## src/hw/rtl/qtpm_pkg.sv

```systemverilog
// Types and constants for the quadrature tach period meter.
package qtpm_pkg;

	localparam int CMD_W = 2;
	localparam int CFG_IDX_W = 2;
	localparam int TPR_W = 8;
	localparam int PERIOD_W = 32;
	localparam int STAMP_W = 32;

	typedef logic [CMD_W-1:0] cmd_t;
	localparam cmd_t CMD_EDGE_A = 2'd0;
	localparam cmd_t CMD_EDGE_B = 2'd1;
	localparam cmd_t CMD_TIMER  = 2'd2;

	typedef logic [CFG_IDX_W-1:0] cfg_idx_t;
	localparam cfg_idx_t REG_TPR_A = 2'd0;
	localparam cfg_idx_t REG_TPR_B = 2'd1;

	localparam logic [TPR_W-1:0] TPR_RESET = 8'd12;
	// bit0 = e, bit1 = f
	localparam logic [1:0] DIR_RESET = 2'b11;

endpackage

```

## src/hw/rtl/quadrature_tach_period_meter_core.sv

```systemverilog
// Quadrature tach period meter: input register, event update logic, result register.
// A beat is offered on the output once it enters the result register.
// Throughput: one event per cycle unless the output stalls; the state update
// sits between the input and result registers, so back-to-back events chain
// through it. Reset (arst_n low): state cleared, direction bits set to ones,
// ticks per revolution back to 12 on both channels, both channels empty.
module quadrature_tach_period_meter_core #(
	parameter int TIME_BITS = 32
) (
	input  logic                                clk,
	input  logic                                arst_n,
	input  logic                                cfg_valid,
	output logic                                cfg_ready,
	input  logic [qtpm_pkg::CFG_IDX_W-1:0]      cfg_index,
	input  logic [qtpm_pkg::TPR_W-1:0]          cfg_data,
	input  logic                                in_valid,
	output logic                                in_ready,
	input  logic [qtpm_pkg::CMD_W-1:0]          cmd,
	input  logic                                level_a,
	input  logic                                level_b,
	input  logic [qtpm_pkg::STAMP_W-1:0]        time_us,
	output logic                                out_valid,
	input  logic                                out_ready,
	output logic                                dir_e,
	output logic                                dir_f,
	output logic [qtpm_pkg::PERIOD_W-1:0]       period_a,
	output logic [qtpm_pkg::PERIOD_W-1:0]       period_b,
	output logic                                rev_done
);

	// configuration
	logic [qtpm_pkg::TPR_W-1:0] tpr_a_q, tpr_b_q;

	// input stage
	logic                          valid_s1;
	qtpm_pkg::cmd_t                cmd_s1;
	logic                          level_a_s1, level_b_s1;
	logic [TIME_BITS-1:0]          now_s1;

	// block state
	logic [1:0]                    prev_levels_q;
	logic                          levels_valid_q;
	logic [1:0]                    dir_bits_q;
	logic [qtpm_pkg::TPR_W-1:0]    tick_count_a_q, tick_count_b_q;
	logic [TIME_BITS-1:0]          rev_start_a_q, rev_start_b_q;
	logic                          started_a_q, started_b_q;
	logic [qtpm_pkg::PERIOD_W-1:0] period_a_q, period_b_q;
	logic                          alive_q;

	// result register
	logic                          out_valid_q;
	logic                          dir_e_q, dir_f_q, rev_done_q;
	logic [qtpm_pkg::PERIOD_W-1:0] period_a_out_q, period_b_out_q;

	logic advance;
	logic [TIME_BITS+qtpm_pkg::STAMP_W-1:0] stamp_ext;

	// next-state logic
	logic [1:0]                    prev_eff;
	logic                          dir_e_new, dir_f_new;
	logic [1:0]                    dir_bits_d;
	logic [1:0]                    prev_levels_d;
	logic                          levels_valid_d;
	logic [qtpm_pkg::TPR_W-1:0]    cnt_a_inc, cnt_b_inc, tick_count_a_d, tick_count_b_d;
	logic [TIME_BITS-1:0]          start_a_eff, start_b_eff, rev_start_a_d, rev_start_b_d;
	logic [TIME_BITS-1:0]          diff_a, diff_b;
	logic [TIME_BITS+qtpm_pkg::PERIOD_W-1:0] diff_a_ext, diff_b_ext;
	logic                          started_a_d, started_b_d;
	logic [qtpm_pkg::PERIOD_W-1:0] period_a_d, period_b_d;
	logic                          alive_d;
	logic                          done_d;

	assign cfg_ready = 1'b1;
	assign advance   = valid_s1 && (!out_valid_q || out_ready);
	assign in_ready  = !valid_s1 || advance;

	assign out_valid = out_valid_q;
	assign dir_e     = dir_e_q;
	assign dir_f     = dir_f_q;
	assign period_a  = period_a_out_q;
	assign period_b  = period_b_out_q;
	assign rev_done  = rev_done_q;

	// timestamp zero-extended, then cut to the counter width
	assign stamp_ext = {{TIME_BITS{1'b0}}, time_us};

	always_ff @(posedge clk or negedge arst_n) begin
		if (!arst_n) begin
			tpr_a_q <= qtpm_pkg::TPR_RESET;
			tpr_b_q <= qtpm_pkg::TPR_RESET;
		end else if (cfg_valid) begin
			if (cfg_index == qtpm_pkg::REG_TPR_A) begin
				tpr_a_q <= cfg_data;
			end
			if (cfg_index == qtpm_pkg::REG_TPR_B) begin
				tpr_b_q <= cfg_data;
			end
		end
	end

	always_ff @(posedge clk or negedge arst_n) begin
		if (!arst_n) begin
			valid_s1 <= 1'b0;
		end else if (in_ready) begin
			valid_s1 <= in_valid;
		end
	end

	always_ff @(posedge clk) begin
		if (in_valid && in_ready) begin
			cmd_s1     <= cmd;
			level_a_s1 <= level_a;
			level_b_s1 <= level_b;
			now_s1     <= stamp_ext[TIME_BITS-1:0];
		end
	end

	always_comb begin
		prev_eff  = levels_valid_q ? prev_levels_q : {level_b_s1, level_a_s1};
		dir_e_new = (!prev_eff[1] && !level_a_s1) || (!prev_eff[0] && level_b_s1) ||
			(prev_eff[1] && level_a_s1) || (prev_eff[0] && !level_b_s1);
		dir_f_new = (!prev_eff[0] && !level_b_s1) || (prev_eff[1] && !level_b_s1) ||
			(prev_eff[0] && level_b_s1) || (!prev_eff[1] && level_a_s1);

		start_a_eff = started_a_q ? rev_start_a_q : now_s1;
		start_b_eff = started_b_q ? rev_start_b_q : now_s1;
		cnt_a_inc   = tick_count_a_q + 1'b1;
		cnt_b_inc   = tick_count_b_q + 1'b1;
		diff_a      = now_s1 - start_a_eff;
		diff_b      = now_s1 - start_b_eff;
		diff_a_ext  = {{qtpm_pkg::PERIOD_W{1'b0}}, diff_a};
		diff_b_ext  = {{qtpm_pkg::PERIOD_W{1'b0}}, diff_b};

		dir_bits_d     = dir_bits_q;
		prev_levels_d  = prev_levels_q;
		levels_valid_d = levels_valid_q;
		tick_count_a_d = tick_count_a_q;
		tick_count_b_d = tick_count_b_q;
		rev_start_a_d  = rev_start_a_q;
		rev_start_b_d  = rev_start_b_q;
		started_a_d    = started_a_q;
		started_b_d    = started_b_q;
		period_a_d     = period_a_q;
		period_b_d     = period_b_q;
		alive_d        = alive_q;
		done_d         = 1'b0;

		unique case (cmd_s1)
			qtpm_pkg::CMD_EDGE_A: begin
				dir_bits_d     = {dir_f_new, dir_e_new};
				prev_levels_d  = {level_b_s1, level_a_s1};
				levels_valid_d = 1'b1;
				started_a_d    = 1'b1;
				rev_start_a_d  = start_a_eff;
				if (level_a_s1) begin
					alive_d = 1'b1;
					if (cnt_a_inc == tpr_a_q) begin
						period_a_d     = diff_a_ext[qtpm_pkg::PERIOD_W-1:0];
						rev_start_a_d  = now_s1;
						tick_count_a_d = '0;
						done_d         = 1'b1;
					end else begin
						tick_count_a_d = cnt_a_inc;
					end
				end
			end
			qtpm_pkg::CMD_EDGE_B: begin
				dir_bits_d     = {dir_f_new, dir_e_new};
				prev_levels_d  = {level_b_s1, level_a_s1};
				levels_valid_d = 1'b1;
				started_b_d    = 1'b1;
				rev_start_b_d  = start_b_eff;
				if (level_b_s1) begin
					if (cnt_b_inc == tpr_b_q) begin
						period_b_d     = diff_b_ext[qtpm_pkg::PERIOD_W-1:0];
						rev_start_b_d  = now_s1;
						tick_count_b_d = '0;
						done_d         = 1'b1;
					end else begin
						tick_count_b_d = cnt_b_inc;
					end
				end
			end
			qtpm_pkg::CMD_TIMER: begin
				// no rising A edge since the last timer tick: report a stall
				if (alive_q) begin
					alive_d = 1'b0;
				end else begin
					period_a_d = '0;
				end
			end
			default: begin
			end
		endcase
	end

	always_ff @(posedge clk or negedge arst_n) begin
		if (!arst_n) begin
			prev_levels_q  <= '0;
			levels_valid_q <= 1'b0;
			dir_bits_q     <= qtpm_pkg::DIR_RESET;
			tick_count_a_q <= '0;
			tick_count_b_q <= '0;
			rev_start_a_q  <= '0;
			rev_start_b_q  <= '0;
			started_a_q    <= 1'b0;
			started_b_q    <= 1'b0;
			period_a_q     <= '0;
			period_b_q     <= '0;
			alive_q        <= 1'b0;
		end else if (advance) begin
			prev_levels_q  <= prev_levels_d;
			levels_valid_q <= levels_valid_d;
			dir_bits_q     <= dir_bits_d;
			tick_count_a_q <= tick_count_a_d;
			tick_count_b_q <= tick_count_b_d;
			rev_start_a_q  <= rev_start_a_d;
			rev_start_b_q  <= rev_start_b_d;
			started_a_q    <= started_a_d;
			started_b_q    <= started_b_d;
			period_a_q     <= period_a_d;
			period_b_q     <= period_b_d;
			alive_q        <= alive_d;
		end
	end

	always_ff @(posedge clk or negedge arst_n) begin
		if (!arst_n) begin
			out_valid_q <= 1'b0;
		end else if (advance) begin
			out_valid_q <= 1'b1;
		end else if (out_ready) begin
			out_valid_q <= 1'b0;
		end
	end

	always_ff @(posedge clk) begin
		if (advance) begin
			dir_e_q        <= dir_bits_d[0];
			dir_f_q        <= dir_bits_d[1];
			period_a_out_q <= period_a_d;
			period_b_out_q <= period_b_d;
			rev_done_q     <= done_d;
		end
	end

endmodule
```

## config.mk

```make
export PLATFORM = sky130hd
export DESIGN_NAME = quadrature_tach_period_meter_core
export DESIGN_NICKNAME = d
export VERILOG_FILES = /design/src/hw/rtl/qtpm_pkg.sv /design/src/hw/rtl/quadrature_tach_period_meter_core.sv
export SDC_FILE = /design/constraint.sdc
export NUM_CORES = 1
export LEC_CHECK = 0
export CAP_MARGIN = 20
export CORE_AREA = 3 3 184 186
export DETAILED_ROUTE_END_ITERATION = 6
export DIE_AREA = 0 0 187 189
export DONT_BUFFER_PORTS = 1
export SYNTH_ARGS = -nofsm -noshare
export SYNTH_HDL_FRONTEND = slang
export SYNTH_SLANG_ARGS = --single-unit
```

## constraint.sdc

```tcl
create_clock -name clk -period 5.1 [get_ports clk]
set_input_delay 1.53 -clock clk [delete_from_list [all_inputs] [get_ports clk]]
set_output_delay 1.53 -clock clk [all_outputs]
set_load 0.05 [all_outputs]
```

# Word-level counts from Yosys, hierarchy flattened
# Cells that the tools add are included.
dict set report totals {
  ff_bits 273
  input_bits 51
  elab_cells 98
  out_inout_bits 70
}
dict set report classes {
  addsub 4
  n_eq_ne 6
  muxes 26
  reduce_logical 37
}
# op n
set ops {}
lappend ops {{$mux 32} 12}
lappend ops {{$pmux 32 s2} 1}
lappend ops {{$sub 32x32->32} 2}
lappend ops {{$add 8x1->8 const B} 2}
lappend ops {{$eq 8x8->1} 2}
lappend ops {{$mux 8} 2}
lappend ops {{$logic_and 1x1->1} 10}
lappend ops {{$reduce_and 2->1} 5}
lappend ops {{$reduce_and 3->1} 3}
lappend ops {{$logic_or 1x1->1} 8}
lappend ops {{$mux 1} 7}
lappend ops {{$logic_not 1->1} 6}
lappend ops {{$eq 2x1->1 const B} 2}
lappend ops {{$logic_not 2->1} 2}
lappend ops {{$mux 2} 2}
lappend ops {{$pmux 1 s2} 2}
lappend ops {{$reduce_bool 2->1} 2}
lappend ops {{$eq 2x2->1 const B} 1}
lappend ops {{$ne 2x2->1 const B} 1}
lappend ops {{$reduce_or 2->1} 1}

# Depth between registers and ports, before layout
dict set report logic_depth {
  word_depth 7
  mapped_depth 17
  ltp_nobuf 15
}

# Worst setup path before layout
# Ideal clock, no wire load.
dict set report synth_timing {
  path_kind {input to register}
  from {in out_ready}
  to {reg dir_e_q, in the netlist dir_e, enable pin}
  slack_ps 638
  arrival_time_ps 4005
  setup_time_ps 457
  path_buffers 1
  required_time_ps 4643
  stages 4
  cell_sequence {nand2b_1 > nand2_1 > clkinv_1 > clkbuf_1}
}
dict set report synth_between {
  elab_chain_cells 2
}
# element line
set synth_lines {}
lappend synth_lines {{start, declared} quadrature_tach_period_meter_core.sv:23} ;# input logic out_ready,
lappend synth_lines {{$logic_or 1x1->1} quadrature_tach_period_meter_core.sv:74} ;# assign advance = valid_s1 && (!out_valid_q || out_ready);
lappend synth_lines {{$logic_and 1x1->1} quadrature_tach_period_meter_core.sv:74}
lappend synth_lines {{via advance} quadrature_tach_period_meter_core.sv:55} ;# logic advance;
lappend synth_lines {{end signal, assigned} quadrature_tach_period_meter_core.sv:239} ;# dir_e_q <= dir_bits_d[0];
lappend synth_lines {{end, declared} quadrature_tach_period_meter_core.sv:52} ;# logic dir_e_q, dir_f_q, rev_done_q;
# The timed path passes the listed nets, and every way through them passes these cells.
# A chain may end at the register's enable or synchronous reset.

# Worst setup path in the final report
dict set report layout_timing {
  from {reg started_b_q}
  to {reg period_b_out_q, in the netlist period_b[30], data pin}
}
dict set report layout_between {
  elab_chain_cells 5
}
# element line
set layout_lines {}
lappend layout_lines {{start, declared} quadrature_tach_period_meter_core.sv:46} ;# logic started_a_q, started_b_q;
lappend layout_lines {{start signal, assigned} quadrature_tach_period_meter_core.sv:220} ;# started_b_q <= started_b_d;
lappend layout_lines {{$mux 32} quadrature_tach_period_meter_core.sv:126} ;# start_b_eff = started_b_q ? rev_start_b_q : now_s1;
lappend layout_lines {{$sub 32x32->32} quadrature_tach_period_meter_core.sv:130} ;# diff_b = now_s1 - start_b_eff;
lappend layout_lines {{$mux 32} quadrature_tach_period_meter_core.sv:174} ;# if (cnt_b_inc == tpr_b_q) begin
lappend layout_lines {{$mux 32} quadrature_tach_period_meter_core.sv:173} ;# if (level_b_s1) begin
lappend layout_lines {{$mux 32} quadrature_tach_period_meter_core.sv:148} ;# unique case (cmd_s1)
lappend layout_lines {{via period_b_d, one bit} quadrature_tach_period_meter_core.sv:69} ;# logic [qtpm_pkg::PERIOD_W-1:0] period_a_d, period_b_d;
lappend layout_lines {{end signal, assigned} quadrature_tach_period_meter_core.sv:242} ;# period_b_out_q <= period_b_d;
lappend layout_lines {{end, declared} quadrature_tach_period_meter_core.sv:53} ;# logic [qtpm_pkg::PERIOD_W-1:0] period_a_out_q, period_b_out_q;
# The timed path passes the listed nets, and every way through them passes these cells.

==> run_summary.xml <==
<?xml version="1.0" encoding="UTF-8"?>
<metrics>
  <group name="timing">
    <metric name="setup-tns-final" unit="ns">0</metric>
    <metric name="layout_min_cycle_time" unit="ns">3.78</metric>
    <metric name="max_freq" unit="MHz">265</metric>
    <metric name="hold_viol" unit="">0</metric>
    <metric name="tightestPinTransition" unit="ns">0.897</metric>
    <metric name="clock_skew" unit="ns">0.0177</metric>
    <metric name="fin_ws" unit="ns">1.32</metric>
    <metric name="drv_slew" unit="">0</metric>
    <metric name="timing.max_slew.rel_slack" unit="%">39.9</metric>
    <metric name="setup_violations" unit="">0</metric>
    <metric name="rsz0062_at_grt" unit="">no</metric>
    <metric name="share_of_the_cycle_needed_by_the_critical_path_after_routing" unit="%">74.1</metric>
  </group>
  <group name="global_routing">
    <metric name="grt_antenna_before_repair" unit="">5</metric>
    <metric name="grt_pass1_vias" unit="">9837</metric>
    <metric name="globalRoute.totalOverflow" unit="">0</metric>
    <metric name="grt_first_pass_wirelength" unit="um">51900</metric>
    <metric name="grt_max_degree" unit="">171</metric>
    <metric name="grt_use_total" unit="%">17.8</metric>
  </group>
  <group name="clocking">
    <metric name="cts.hold.buffers_added" unit="">0</metric>
    <metric name="cts_post_setup_buffers_inserted" unit="">0</metric>
    <metric name="cts.root.buffer_cell" unit="">clkbuf_16</metric>
    <metric name="clk_transition_reported_paths" unit="ns">0.06</metric>
    <metric name="resized_after_cts" unit="">0</metric>
    <metric name="ctsHtreeMaxLevel" unit="">1</metric>
    <metric name="worst_skew_pair.late_latency" unit="ns">0.57</metric>
    <metric name="cts_num_sinks" unit="">273</metric>
    <metric name="cts_tree" unit="">built</metric>
    <metric name="clock_buffer_count_from_cts" unit="">30</metric>
    <metric name="clk_path_buf_depth" unit="">3</metric>
  </group>
  <group name="die">
    <metric name="core_region_area" unit="sq um">32500</metric>
    <metric name="pin_count" unit="">121</metric>
    <metric name="design.die.area" unit="sq um">35300</metric>
    <metric name="initial_utilization" unit="%">44.8</metric>
    <metric name="die_x" unit="um">187</metric>
    <metric name="die_h" unit="um">189</metric>
    <metric name="rows" unit="">66</metric>
  </group>
  <group name="outcome">
    <metric name="status" unit="">finished clean</metric>
  </group>
  <group name="yosys">
    <metric name="synth.cell_area" unit="sq um">14600</metric>
    <metric name="syn-num-nets" unit="">1401</metric>
    <metric name="ys_types" unit="">68</metric>
    <metric name="dominantRegCellSynth" unit="">dfrtp_1</metric>
    <metric name="async_reset_ff_share" unit="%">62.3</metric>
    <metric name="synth-edff-count" unit="">103</metric>
    <metric name="seq_area_frac_synth" unit="%">50.5</metric>
    <metric name="synth_cells" unit="">1276</metric>
    <metric name="ys_seq_elements" unit="">273</metric>
    <metric name="synth_warnings" unit="">0</metric>
    <metric name="synthesis.area_per_instance" unit="sq um">11.4</metric>
  </group>
  <group name="flow_run">
    <metric name="max_cap_viol_count" unit="">0</metric>
  </group>
  <group name="detailed_routing">
    <metric name="drtAntennaViolNets" unit="">0</metric>
    <metric name="routedWlPerCell" unit="um">18.2</metric>
    <metric name="post_dr_vias_cell" unit="">5.53</metric>
    <metric name="number_of_drc_violations_after_detailed_routing_iteration_0" unit="">531</metric>
    <metric name="dr_total_vias" unit="">9602</metric>
    <metric name="detail_route.wirelength" unit="um">31600</metric>
    <metric name="drc" unit="">0</metric>
    <metric name="drt-pass1-iter-count" unit="">4</metric>
  </group>
  <group name="placement">
    <metric name="io_buffer_count" unit="">0</metric>
    <metric name="detailedPlace.worstSlack" unit="ns">1.34</metric>
    <metric name="placedCellCount" unit="">1677</metric>
    <metric name="detailedPlacementHpwl" unit="um">22200</metric>
    <metric name="global_placement_routability_congestion" unit="">0.878</metric>
  </group>
  <group name="finish">
    <metric name="final_cells" unit="">1735</metric>
    <metric name="final_cell_mix" unit="">nand2_1 (168), dfrtp_1 (162), mux2_2 (111)</metric>
    <metric name="mostFrequentLayoutCell" unit="">nand2_1</metric>
    <metric name="design.final.nets" unit="">1393</metric>
    <metric name="drive_gt1_share" unit="%">15.0</metric>
    <metric name="ff_latch_area" unit="sq um">7360</metric>
    <metric name="multiInputGateArea" unit="sq um">6890</metric>
    <metric name="syn_to_final_growth" unit="%">10.2</metric>
    <metric name="fillCellCount" unit="">2917</metric>
  </group>
  <group name="hold_path">
    <metric name="timing.hold.worst.start" unit="">period_b_q[3]$_DFFE_PN0P_</metric>
    <metric name="holdPathStages" unit="">2</metric>
    <metric name="holdPathEnd" unit="">period_b_q[3]$_DFFE_PN0P_</metric>
    <metric name="tightest_hold_check_type" unit="">flop to flop</metric>
  </group>
  <group name="critical_path">
    <metric name="reg2reg_depth" unit="">13</metric>
    <metric name="timing.critical_path.cells" unit="">buf_4, mux2i_1, ha_1, a21o_1, a21o_1, a21o_1, a21o_1, a21oi_1, o21ai_0, nor2b_1, o211ai_1, xor2_1, mux2_2</metric>
    <metric name="cp_max_fo" unit="">22</metric>
    <metric name="regToRegStartpoint" unit="">started_b_q$_DFFE_PN0P_</metric>
    <metric name="path_class" unit="">flop to flop</metric>
    <metric name="end_of_the_worst_register_to_register_path" unit="">period_b[30]$_DFFE_PP_</metric>
    <metric name="cp.required" unit="ns">5.42</metric>
    <metric name="critical_path.max_stage_delay" unit="ns">0.58</metric>
    <metric name="path_common_cell" unit="">a21o_1</metric>
    <metric name="reg2reg_setup_slack" unit="ns">1.32</metric>
    <metric name="worstSetupEndpointType" unit="">flop</metric>
    <metric name="startpoint" unit="">started_b_q$_DFFE_PN0P_</metric>
    <metric name="crit_path_start_kind" unit="">flop</metric>
    <metric name="critical_path_arrival" unit="ns">4.10</metric>
    <metric name="slowest_stage" unit="">dfrtp_2</metric>
  </group>
  <group name="pwr">
    <metric name="power_density" unit="nW/um^2">485</metric>
    <metric name="switching_power" unit="mW">2.61</metric>
    <metric name="worst_ir_drop_vdd" unit="mV">0.330</metric>
    <metric name="comb_power_share" unit="%">30.9</metric>
    <metric name="sw_frac_of_total" unit="%">33.5</metric>
    <metric name="p_seq_share" unit="%">39.4</metric>
    <metric name="internal_power" unit="mW">5.18</metric>
    <metric name="power.clock.fraction" unit="%">29.7</metric>
    <metric name="total_leakage_power" unit="nW">7.13</metric>
  </group>
</metrics>
## flip-flops by register name, indices dropped and copies added (netlist names), 8 cells and up
name / flops
rev_start_a_q: 32
tpr_b_q: 8
period_b: 32
tick_count_b_q: 8
now_s1: 32
period_a_q: 32
tick_count_a_q: 8
period_a: 32
rev_start_b_q: 32
tpr_a_q: 8
period_b_q: 32
## critical path: cells and delay by family, from the launching register on
family	cells	cell delay [ns]
AO/OA/AOI/OAI	7	1.26
XOR/XNOR	1	0.17
adder cells (fa/ha/maj)	1	0.31
buffers and inverters	1	0.41
flip-flops	1	0.58
multiplexers	2	0.50
AND/OR/NAND/NOR	1	0.30
## metrics by stage
stage,util (%),hold slack [ns],power (mW),area [sq um]
after detailed placement,46.1,0.463,5.53,15000
after floorplan,-,0.440,4.98,14600
after CTS,49.4,0.480,7.88,16000
after global routing,49.4,0.509,8.28,16000
after global placement,46.1,0.455,5.50,15000
final,49.4,0.476,7.78,16000
## synth_stat cells, types with 21 or more instances
cell type  count  area [sq um]
clkbuf_1      31           116
edfxtp_1     103          3090
mux2i_1       61           611
xnor2_1       54           473
nand3_1       21           105
xor2_1        29           254
nor2_1        31           116
a21o_1        34           255
ha_1          72           901
dfrtp_1      164          4100
a21oi_1       59           295
mux2_2       111          1250
a22o_1        39           342
nand2_1      168           631
o21ai_0       87           435
## worst max-delay path by stage
| stage | endpoint | slack [ns] | depth (start not counted) |
|---|---|---|---|
| 6_report | period_b[30]$_DFFE_PP_ | 1.32 | 13 |
| 5_1_grt | period_b[24]$_DFFE_PP_ | 1.02 | 15 |
| 4_1_cts | period_b[30]$_DFFE_PP_ | 1.31 | 13 |
| 3_5_place_dp | period_b[30]$_DFFE_PP_ | 1.34 | 13 |
| 3_3_place_gp | period_b_q[27]$_DFFE_PN0P_ | 1.38 | 8 |
| 2_1_floorplan | dir_e$_DFFE_PP_ | 0.64 | 4 |
## logic make-up (layout without fill, tap and decap cells)
logic type	after synthesis	after routing	share of synthesized area, %
AND/OR/NAND/NOR	308	308	9.77
other	1	2	0.0258
XOR/XNOR	83	83	5.00
adder cells (fa/ha/maj)	74	74	6.47
flip-flops	273	273	50.5
multiplexers	172	172	12.8
AO/OA/AOI/OAI	292	292	13.2
buffers and inverters	73	89	2.23
## per-layer routing
| metal | track usage (%) | share of wire, % | up-vias |
|---|---|---|---|
| met5 | 0 | 0.089 | - |
| met4 | 4.33 | 2.5 | 6 |
| met3 | 3.80 | 4.5 | 53 |
| met2 | 30.8 | 48 | 179 |
| met1 | 23.0 | 45 | 4715 |
| li1 | - | - | 4649 |
## final cells by class
type / instances / area share, %
inverters: 19 / 0.453
repair buffers: 14 / 0.640
clock inverters: 12 / 1.22
clock buffers: 44 / 5.39
well taps: 442 / 3.45
diodes: 1 / 0.0156
flip-flops and latches: 273 / 45.9
multi-input cells: 930 / 43.0
## power by group through the flow
stage | clock network (mW) | registers [mW] | logic, mW
3_5_place_dp | 0 | 3.11 | 2.42
4_1_cts | 2.38 | 3.07 | 2.43
3_3_place_gp | 0 | 3.10 | 2.39
5_1_grt | 2.45 | 3.12 | 2.71
2_1_floorplan | 0 | 3.02 | 1.96
6_report | 2.31 | 3.07 | 2.41
Power figures use the tool's default switching activity.
